<file path="src/hdl/ume_pkg.sv">
`timescale 1ns / 1ps
// ---------------------------------------------------------------------------
// ume_pkg
// Shared types and constants of the register execute unit.
// ---------------------------------------------------------------------------
package ume_pkg;

    localparam int DATA_W             = 32;
    localparam int CMD_W              = 4;
    localparam int REG_FIELD_W        = 3;
    localparam int BYTE_W             = 8;
    localparam int REGISTER_COUNT_DEF = 8;
    localparam int S_TDATA_W          = 56;
    localparam int M_TDATA_W          = 80;

    localparam logic [DATA_W-1:0] ALL_ONES = '1;
    localparam logic [DATA_W-1:0] BYTE_MAX = 32'd255;

    typedef enum logic [CMD_W-1:0] {
        CMD_CMOV       = 4'd0,
        CMD_ADD        = 4'd1,
        CMD_MUL        = 4'd2,
        CMD_DIV        = 4'd3,
        CMD_NAND       = 4'd4,
        CMD_OUTPUT     = 4'd5,
        CMD_INPUT      = 4'd6,
        CMD_LOAD_PROG  = 4'd7,
        CMD_LOAD_VALUE = 4'd8
    } cmd_t;

    typedef enum logic [1:0] {
        FAULT_NONE     = 2'd0,
        FAULT_DIV_ZERO = 2'd1,
        FAULT_RANGE    = 2'd2
    } fault_t;

    typedef enum logic [1:0] {
        ST_IDLE,
        ST_EXEC,
        ST_DIV,
        ST_WRITE
    } state_t;

    typedef struct packed {
        logic load;
        logic start_div;
        logic commit;
    } ctrl_cmd_t;

    typedef struct packed {
        logic is_div;
        logic div_zero;
        logic div_done;
    } dp_status_t;

endpackage

</file>
<file path="src/hdl/ume_div.sv">
`timescale 1ns / 1ps
// ---------------------------------------------------------------------------
// ume_div
// Unsigned restoring divider, one quotient bit per cycle.
// ---------------------------------------------------------------------------
module ume_div (
    input  logic                        aclk,
    input  logic                        aresetn,
    input  logic                        start,
    input  logic [ume_pkg::DATA_W-1:0]  dividend,
    input  logic [ume_pkg::DATA_W-1:0]  divisor,
    output logic                        done,
    output logic [ume_pkg::DATA_W-1:0]  quotient
);
    import ume_pkg::*;

    localparam int CNT_W = $clog2(DATA_W);

    logic              busy_reg;
    logic              done_reg;
    logic [CNT_W-1:0]  cnt_reg;
    logic [DATA_W-1:0] rem_reg;
    logic [DATA_W-1:0] quo_reg;
    logic [DATA_W-1:0] den_reg;

    logic [DATA_W:0]   shifted;
    logic [DATA_W:0]   diff;

    assign shifted = {rem_reg, quo_reg[DATA_W-1]};
    assign diff    = shifted - {1'b0, den_reg};

    always_ff @(posedge aclk) begin
        if (!aresetn) begin
            busy_reg <= 1'b0;
            done_reg <= 1'b0;
            cnt_reg  <= '0;
        end else begin
            done_reg <= 1'b0;
            if (start) begin
                busy_reg <= 1'b1;
                cnt_reg  <= '0;
            end else if (busy_reg) begin
                cnt_reg <= cnt_reg + 1'b1;
                if (cnt_reg == CNT_W'(DATA_W - 1)) begin
                    busy_reg <= 1'b0;
                    done_reg <= 1'b1;
                end
            end
        end
    end

    always_ff @(posedge aclk) begin
        if (start) begin
            rem_reg <= '0;
            quo_reg <= dividend;
            den_reg <= divisor;
        end else if (busy_reg) begin
            if (!diff[DATA_W]) begin
                rem_reg <= diff[DATA_W-1:0];
                quo_reg <= {quo_reg[DATA_W-2:0], 1'b1};
            end else begin
                rem_reg <= shifted[DATA_W-1:0];
                quo_reg <= {quo_reg[DATA_W-2:0], 1'b0};
            end
        end
    end

    assign done     = done_reg;
    assign quotient = quo_reg;

endmodule

</file>
<file path="src/hdl/ume_dpath.sv">
`timescale 1ns / 1ps
// ---------------------------------------------------------------------------
// ume_dpath
// Register file, program counter, operand and result registers, multiplier
// and divider of the execute unit.
// ---------------------------------------------------------------------------
module ume_dpath #(
    parameter int REGISTER_COUNT = ume_pkg::REGISTER_COUNT_DEF
) (
    input  logic                          aclk,
    input  logic                          aresetn,
    input  logic [ume_pkg::S_TDATA_W-1:0] s_tdata,
    input  ume_pkg::ctrl_cmd_t            ctrl,
    output ume_pkg::dp_status_t           status,
    output logic [ume_pkg::M_TDATA_W-1:0] m_tdata
);
    import ume_pkg::*;

    localparam int ADDR_W = (REGISTER_COUNT > 2) ? $clog2(REGISTER_COUNT) : 1;
    localparam logic [4:0] COUNT_V = 5'(REGISTER_COUNT);

    // request fields
    cmd_t                   s_cmd;
    logic [REG_FIELD_W-1:0] s_ra, s_rb, s_rc;
    logic [DATA_W-1:0]      s_imm;
    logic [BYTE_W-1:0]      s_byte;
    logic                   s_end;

    assign s_cmd  = cmd_t'(s_tdata[3:0]);
    assign s_ra   = s_tdata[6:4];
    assign s_rb   = s_tdata[9:7];
    assign s_rc   = s_tdata[12:10];
    assign s_imm  = s_tdata[44:13];
    assign s_byte = s_tdata[52:45];
    assign s_end  = s_tdata[53];

    // register file
    logic [DATA_W-1:0]         regs_mem [REGISTER_COUNT];
    logic [REGISTER_COUNT-1:0] valid_reg;

    logic [ADDR_W-1:0] addr_b, addr_c;
    logic              range_b, range_c;

    assign addr_b  = ADDR_W'(s_rb);
    assign addr_c  = ADDR_W'(s_rc);
    assign range_b = ({2'b00, s_rb} < COUNT_V);
    assign range_c = ({2'b00, s_rc} < COUNT_V);

    cmd_t                   cmd_reg;
    logic [REG_FIELD_W-1:0] ra_reg, rc_reg;
    logic [DATA_W-1:0]      imm_reg;
    logic [BYTE_W-1:0]      byte_reg;
    logic                   end_reg;
    logic [DATA_W-1:0]      rd_b_reg, rd_c_reg;
    logic                   hit_b_reg, hit_c_reg;
    logic [DATA_W-1:0]      product_reg;
    logic [DATA_W-1:0]      pc_reg;

    logic [DATA_W-1:0]      vb, vc;
    logic [2*DATA_W-1:0]    prod_full;
    logic [DATA_W-1:0]      quotient;
    logic                   div_done;

    // write side
    logic                   wr_req;
    logic [REG_FIELD_W-1:0] wr_idx;
    logic [DATA_W-1:0]      wr_data;
    logic                   wr_en;
    logic [ADDR_W-1:0]      wr_addr;
    logic [DATA_W-1:0]      pc_next;
    fault_t                 fault_c;
    logic                   char_c;
    logic                   creq_c;

    // result registers
    logic                   res_char_reg;
    logic [BYTE_W-1:0]      res_byte_reg;
    logic [DATA_W-1:0]      res_pc_reg;
    logic                   res_creq_reg;
    logic [DATA_W-1:0]      res_cseg_reg;
    fault_t                 res_fault_reg;

    always_ff @(posedge aclk) begin
        if (ctrl.load) begin
            cmd_reg   <= s_cmd;
            ra_reg    <= s_ra;
            rc_reg    <= s_rc;
            imm_reg   <= s_imm;
            byte_reg  <= s_byte;
            end_reg   <= s_end;
            rd_b_reg  <= regs_mem[addr_b];
            rd_c_reg  <= regs_mem[addr_c];
            hit_b_reg <= range_b && valid_reg[addr_b];
            hit_c_reg <= range_c && valid_reg[addr_c];
        end
        if (wr_en) begin
            regs_mem[wr_addr] <= wr_data;
        end
        product_reg <= prod_full[DATA_W-1:0];
    end

    // entries never written read as zero
    always_ff @(posedge aclk) begin
        if (!aresetn) begin
            valid_reg <= '0;
        end else if (wr_en) begin
            valid_reg[wr_addr] <= 1'b1;
        end
    end

    assign vb        = hit_b_reg ? rd_b_reg : '0;
    assign vc        = hit_c_reg ? rd_c_reg : '0;
    assign prod_full = vb * vc;

    ume_div u_div (
        .aclk     (aclk),
        .aresetn  (aresetn),
        .start    (ctrl.start_div),
        .dividend (vb),
        .divisor  (vc),
        .done     (div_done),
        .quotient (quotient)
    );

    always_comb begin
        wr_req  = 1'b0;
        wr_idx  = ra_reg;
        wr_data = vb;
        pc_next = pc_reg + 1'b1;
        fault_c = FAULT_NONE;
        char_c  = 1'b0;
        creq_c  = 1'b0;
        case (cmd_reg)
            CMD_CMOV: begin
                wr_req = (vc != '0);
            end
            CMD_ADD: begin
                wr_req  = 1'b1;
                wr_data = vb + vc;
            end
            CMD_MUL: begin
                wr_req  = 1'b1;
                wr_data = product_reg;
            end
            CMD_DIV: begin
                if (vc == '0) begin
                    fault_c = FAULT_DIV_ZERO;
                    pc_next = pc_reg;
                end else begin
                    wr_req  = 1'b1;
                    wr_data = quotient;
                end
            end
            CMD_NAND: begin
                wr_req  = 1'b1;
                wr_data = ~(vb & vc);
            end
            CMD_OUTPUT: begin
                if (vc > BYTE_MAX) begin
                    fault_c = FAULT_RANGE;
                    pc_next = pc_reg;
                end else begin
                    char_c = 1'b1;
                end
            end
            CMD_INPUT: begin
                wr_req  = 1'b1;
                wr_idx  = rc_reg;
                wr_data = end_reg ? ALL_ONES : {{(DATA_W-BYTE_W){1'b0}}, byte_reg};
            end
            CMD_LOAD_PROG: begin
                creq_c  = (vb != '0);
                pc_next = vc;
            end
            CMD_LOAD_VALUE: begin
                wr_req  = 1'b1;
                wr_data = imm_reg;
            end
            default: begin
                wr_req = 1'b0;
            end
        endcase
    end

    assign wr_addr = ADDR_W'(wr_idx);
    assign wr_en   = ctrl.commit && wr_req && ({2'b00, wr_idx} < COUNT_V);

    always_ff @(posedge aclk) begin
        if (!aresetn) begin
            pc_reg        <= '0;
            res_char_reg  <= 1'b0;
            res_byte_reg  <= '0;
            res_pc_reg    <= '0;
            res_creq_reg  <= 1'b0;
            res_cseg_reg  <= '0;
            res_fault_reg <= FAULT_NONE;
        end else if (ctrl.commit) begin
            pc_reg        <= pc_next;
            res_char_reg  <= char_c;
            res_byte_reg  <= char_c ? vc[BYTE_W-1:0] : '0;
            res_pc_reg    <= pc_next;
            res_creq_reg  <= creq_c;
            res_cseg_reg  <= creq_c ? vb : '0;
            res_fault_reg <= fault_c;
        end
    end

    assign status.is_div   = (cmd_reg == CMD_DIV);
    assign status.div_zero = (vc == '0);
    assign status.div_done = div_done;

    assign m_tdata = {4'b0000, res_fault_reg, res_cseg_reg, res_creq_reg,
                      res_pc_reg, res_byte_reg, res_char_reg};

    a_fault_no_write: assert property (@(posedge aclk) disable iff (!aresetn)
        (ctrl.commit && fault_c != FAULT_NONE) |-> !wr_en)
        else $error("register written on a faulting instruction");

    a_fault_pc_hold: assert property (@(posedge aclk) disable iff (!aresetn)
        (ctrl.commit && fault_c != FAULT_NONE) |=> (pc_reg == $past(pc_reg)))
        else $error("program counter moved on a fault");

    a_copy_seg: assert property (@(posedge aclk) disable iff (!aresetn)
        res_creq_reg |-> (res_cseg_reg != '0))
        else $error("copy request with segment zero");

    a_char_no_fault: assert property (@(posedge aclk) disable iff (!aresetn)
        res_char_reg |-> (res_fault_reg == FAULT_NONE))
        else $error("character emitted together with a fault");

endmodule

</file>
<file path="src/hdl/ume_ctrl.sv">
`timescale 1ns / 1ps
// ---------------------------------------------------------------------------
// ume_ctrl
// Sequencer of the execute unit: accept, execute, divide wait, write back.
// ---------------------------------------------------------------------------
module ume_ctrl (
    input  logic                 aclk,
    input  logic                 aresetn,
    input  logic                 s_tvalid,
    output logic                 s_tready,
    output logic                 m_tvalid,
    input  logic                 m_tready,
    input  ume_pkg::dp_status_t  status,
    output ume_pkg::ctrl_cmd_t   ctrl
);
    import ume_pkg::*;

    state_t state_reg, state_next;
    logic   m_tvalid_reg, m_tvalid_next;

    always_ff @(posedge aclk) begin
        if (!aresetn) begin
            state_reg    <= ST_IDLE;
            m_tvalid_reg <= 1'b0;
        end else begin
            state_reg    <= state_next;
            m_tvalid_reg <= m_tvalid_next;
        end
    end

    always_comb begin
        state_next     = state_reg;
        ctrl.load      = 1'b0;
        ctrl.start_div = 1'b0;
        ctrl.commit    = 1'b0;
        s_tready       = 1'b0;
        case (state_reg)
            ST_IDLE: begin
                s_tready  = 1'b1;
                ctrl.load = s_tvalid;
                if (s_tvalid) begin
                    state_next = ST_EXEC;
                end
            end
            ST_EXEC: begin
                if (status.is_div && !status.div_zero) begin
                    ctrl.start_div = 1'b1;
                    state_next     = ST_DIV;
                end else begin
                    state_next = ST_WRITE;
                end
            end
            ST_DIV: begin
                if (status.div_done) begin
                    state_next = ST_WRITE;
                end
            end
            ST_WRITE: begin
                // wait for the output register to free up
                if (!m_tvalid_reg || m_tready) begin
                    ctrl.commit = 1'b1;
                    state_next  = ST_IDLE;
                end
            end
            default: begin
                state_next = ST_IDLE;
            end
        endcase
    end

    always_comb begin
        if (ctrl.commit) begin
            m_tvalid_next = 1'b1;
        end else if (m_tready) begin
            m_tvalid_next = 1'b0;
        end else begin
            m_tvalid_next = m_tvalid_reg;
        end
    end

    assign m_tvalid = m_tvalid_reg;

endmodule

</file>
<file path="src/hdl/um_register_execute_unit.sv">
`timescale 1ns / 1ps
// ---------------------------------------------------------------------------
// um_register_execute_unit
// Executes one decoded instruction per request on a register file and a
// program counter; one result per request.
// ---------------------------------------------------------------------------
// sequence: accept in idle, execute, divide wait for a divide by a nonzero
//   register (32-step shift-subtract divider), write back once the output
//   register is free; a new request is accepted only after write back
// reset: synchronous, clears counter and register valid bits; registers read
//   as zero until written, no clearing pass
// ---------------------------------------------------------------------------
module um_register_execute_unit #(
    parameter int REGISTER_COUNT = ume_pkg::REGISTER_COUNT_DEF
) (
    input  logic                          aclk,
    input  logic                          aresetn,
    input  logic                          s_tvalid,
    output logic                          s_tready,
    // command, reg_a, reg_b, reg_c, immediate, in_byte, in_end
    input  logic [ume_pkg::S_TDATA_W-1:0] s_tdata,
    output logic                          m_tvalid,
    input  logic                          m_tready,
    // out_valid, out_byte, next_pc, copy_request, copy_segment, fault
    output logic [ume_pkg::M_TDATA_W-1:0] m_tdata
);
    import ume_pkg::*;

    ctrl_cmd_t  ctrl;
    dp_status_t status;

    ume_ctrl u_ctrl (
        .aclk     (aclk),
        .aresetn  (aresetn),
        .s_tvalid (s_tvalid),
        .s_tready (s_tready),
        .m_tvalid (m_tvalid),
        .m_tready (m_tready),
        .status   (status),
        .ctrl     (ctrl)
    );

    ume_dpath #(
        .REGISTER_COUNT (REGISTER_COUNT)
    ) u_dpath (
        .aclk    (aclk),
        .aresetn (aresetn),
        .s_tdata (s_tdata),
        .ctrl    (ctrl),
        .status  (status),
        .m_tdata (m_tdata)
    );

endmodule

</file>
<file path="config.mk">
export PLATFORM = sky130hd
export DESIGN_NAME = um_register_execute_unit
export DESIGN_NICKNAME = d
export VERILOG_FILES = /design/src/hdl/ume_pkg.sv /design/src/hdl/ume_div.sv /design/src/hdl/ume_dpath.sv /design/src/hdl/ume_ctrl.sv /design/src/hdl/um_register_execute_unit.sv
export SDC_FILE = /design/constraint.sdc
export NUM_CORES = 2
export LEC_CHECK = 0
export ABC_AREA = 1
export BUFFER_PORTS_ARGS = -buffer_cell sky130_fd_sc_hd__clkbuf_2
export CORE_AREA = 3 3 325 327
export DETAILED_ROUTE_END_ITERATION = 16
export DIE_AREA = 0 0 328 330
export PLACE_DENSITY = 0.7
export SYNTH_ARGS = -nofsm -noshare
export SYNTH_HDL_FRONTEND = slang
export SYNTH_SLANG_ARGS = --single-unit
</file>
<file path="constraint.sdc">
create_clock -name aclk -period 14.6 [get_ports aclk]
set_input_delay 2.19 -clock aclk [delete_from_list [all_inputs] [get_ports aclk]]
set_output_delay 2.19 -clock aclk [all_outputs]
set_load 0.01 [all_outputs]
</file>
==> reports/summary.txt <==
Status = finished clean
GP Congestion = 0.965
Initial core utilization = 0.447
Setup TNS = 0 ns
Worst-margin pin slew = 1.20 ns
MaxCap Viol Count = 0
CTS tree = built
First-pass GRT wire length = 235000 um
Critical path capture point type = flop
CTS clk-pin slew, worst paths = 0.08 ns
Layout area overhead = 8.75%
Die Y = 330 um
Placed Cells = 6808
Crit-path leading delay family = adder cells
Cell Area, Placed = 0.0479 mm^2
N_diodes = 0
Layout cell share with drive strength beyond 1 = 0.0662
Drt drc = 0
Cell area after layout = 0.0501 mm^2
FP Rows = 118
Cts hold-fix bufs = 0
Fillcell total = 9747
Most flops, register = u_dpath.regs_mem
Number of flip-flops in the largest register = 256
Fin. Hold Viols = 0
Post-Syn Instances = 5481
Unrepaired setup endpoints after global routing = false
R2R Path End = u_dpath.product_reg[31]$_DFF_P_
Die ar. = 0.108 mm^2
Tightest Hold Check Type = flop to flop
Rel. slew slack = 0.196
H-Tree Depth = 3
1st-iter DRT viols = 4043
Fin worst setup slack = 5.64 ns
Routed Antenna Nets = 0
Worst path required time = 15.17 ns
Detailed Place HPWL = 112000 um
Multi-input gate area = 0.0254 mm^2
Hold depth = 2
Number of I/O pins = 142
Ys async rst share = 0
Storage cell area = 0.0163 mm^2
Core Footprint = 0.103 mm^2
# Post-CTS Setup Buffers = 0
WL/cell = 22.7 um
CTS root buffer = clkbuf_16
GRT overflow = 0
Fin Clk Skew = 0.0397 ns
Netlist Area Pre-Place = 0.0461 mm^2
Total GRT Usage = 0.289
Fin. max-slew vios = 0
Seq cells post-synth = 595
Worst Path Buf+Inv = 7
# setup viols final = 0
Worst skew pair latency = 0.67 ns
CTS resizes = 0
Cts bufs inserted = 70
PortBufs = 135
Setup WS pre-CTS = 5.81 ns
Post-synth EDFFs = 437
Seq/Total Area, Yosys = 0.353
CP Launch Type = flop
Slowest cell on the critical path = inv_1
Final Critical Period = 8.96 ns
Vias in the first global route = 38704
Final #Nets = 6164
Most frequent CP cell = fa_1
FF-to-FF Start = u_dpath.hit_c_reg$_DFFE_PP_
Drt pass-1 iters = 6
Hold EP = u_dpath.res_cseg_reg[27]$_SDFFE_PN0P_
Clock sinks = 595
Final Power = 0.00994 W
Worst vdd rail ir drop = 0.296 mV
Synth Warn # = 0
Lkg Pwr = 22.0 nW
Power per Cell Area = 198 mW/mm^2
Crit-path max cell delay = 0.90 ns
Antenna violations before repair = 1
Yosys cell types = 56
Most used DFF post-synth = edfxtp_1
Final wirelength = 158000 um
R2r setup slk = 5.64 ns
Largest net degree at the start of global routing = 111
Arrival time worst endpoint = 9.52 ns
Vias/cell = 5.68
F_max = 0.112 GHz
Setup CP Type = flop to flop
Fin crit share = 0.614
Mean post-synth cell area = 8.41 um^2
CTS Buffer Depth = 3
Detailed-route via count = 39416
Critical path fanouts, max = 32
Final Non-Filler Cells = 6937
Die width = 328 um
R2R depth = 26
HP Start = u_dpath.res_cseg_reg[27]$_SDFFE_PN0P_
cell usage after synthesis (83+ instances only):
| library cell | instances | area, um^2 |
|---|---|---|
| o21ai_0 | 435 | 2180 |
| a21oi_1 | 358 | 1790 |
| dfxtp_1 | 158 | 3160 |
| edfxtp_1 | 437 | 13100 |
| nor2_1 | 545 | 2050 |
| inv_1 | 850 | 3190 |
| fa_1 | 410 | 8210 |
| nand3_1 | 141 | 706 |
| clkbuf_1 | 204 | 766 |
| o211ai_1 | 83 | 623 |
| nand2_1 | 1152 | 4320 |
| ha_1 | 194 | 2430 |
area by class of cell:
| class | count | share of cell area |
|---|---|---|
| Multi-Input combinational cell | 3746 | 0.506 |
| Sequential cell | 595 | 0.325 |
| Inverter | 884 | 0.0663 |
| Clock buffer | 89 | 0.0368 |
| Tap cell | 1380 | 0.0345 |
| Timing Repair Buffer | 203 | 0.0238 |
| Clock inverter | 40 | 0.00721 |
cells in the final DEF, fill, tap and decap left out, types with 14 or more instances in the layout:
master        n
a211oi_1     17
a21oi_1     358
a31oi_1      77
buf_4        71
clkbuf_1     17
clkbuf_16    71
clkbuf_2    132
clkinv_1     30
dfxtp_1     158
edfxtp_1    437
fa_1        410
ha_1        194
inv_1       849
inv_2        14
nand2_1    1152
nand2_2      17
nand3_1     141
nand4_1      40
nor2_1      544
nor3_1       38
o211ai_1     83
o21ai_0     435
o21ai_1      21
xnor2_1      47
xor2_1       56
worst min-delay path: stages (launching register included):
cell,delay [ns]
dfxtp_1,0.31
nand2_1,0.06
a21oi_1,0.05
cells by family after synthesis:
family                   count (synthesis)  synth area share
XOR/XNOR                               103            0.0196
AND/OR/NAND/NOR                       1980             0.174
AO/OA/AOI/OAI                         1055             0.126
adder cells (fa/ha/maj)                604             0.231
buffers and inverters                 1143            0.0962
flip-flops                             595             0.353
other                                    1         0.0000814
per-layer routing:
layer	part of all wire	up-vias	wire length (um)	track usage
met1	0.38	18912	60000	0.374
met3	0.11	572	17400	0.0580
met5	0.000082	-	13	0
met4	0.065	2	10200	0.159
li1	-	17725	-	-
met2	0.44	2205	70000	0.458
stage by stage:
stage	util	hold WS [ns]
3_5_place_dp	0.464	0.456
2_1_floorplan	-	0.443
3_3_place_gp	0.464	0.454
4_1_cts	0.486	0.465
6_report	0.486	0.464
5_1_grt	0.486	0.484
worst max-delay path by stage:
stage	from	to	depth (start not counted)
detailed placement	u_dpath.hit_c_reg$_DFFE_PP_	u_dpath.product_reg[31]$_DFF_P_	26
global route	u_dpath.hit_c_reg$_DFFE_PP_	u_dpath.product_reg[31]$_DFF_P_	26
CTS	u_dpath.hit_c_reg$_DFFE_PP_	u_dpath.product_reg[31]$_DFF_P_	26
floorplan	u_dpath.hit_c_reg$_DFFE_PP_	u_dpath.product_reg[28]$_DFF_P_	27
finish	u_dpath.hit_c_reg$_DFFE_PP_	u_dpath.product_reg[31]$_DFF_P_	26
global placement	u_dpath.hit_c_reg$_DFFE_PP_	u_dpath.product_reg[31]$_DFF_P_	26
power breakdown:
part | switching, W | internal (W)
combinational | 0.00394 | 0.00202
clock | 0.000742 | 0.000963
sequential | 0.000107 | 0.00217
total | 0.00478 | 0.00516
Power figures use the tool's default switching activity.
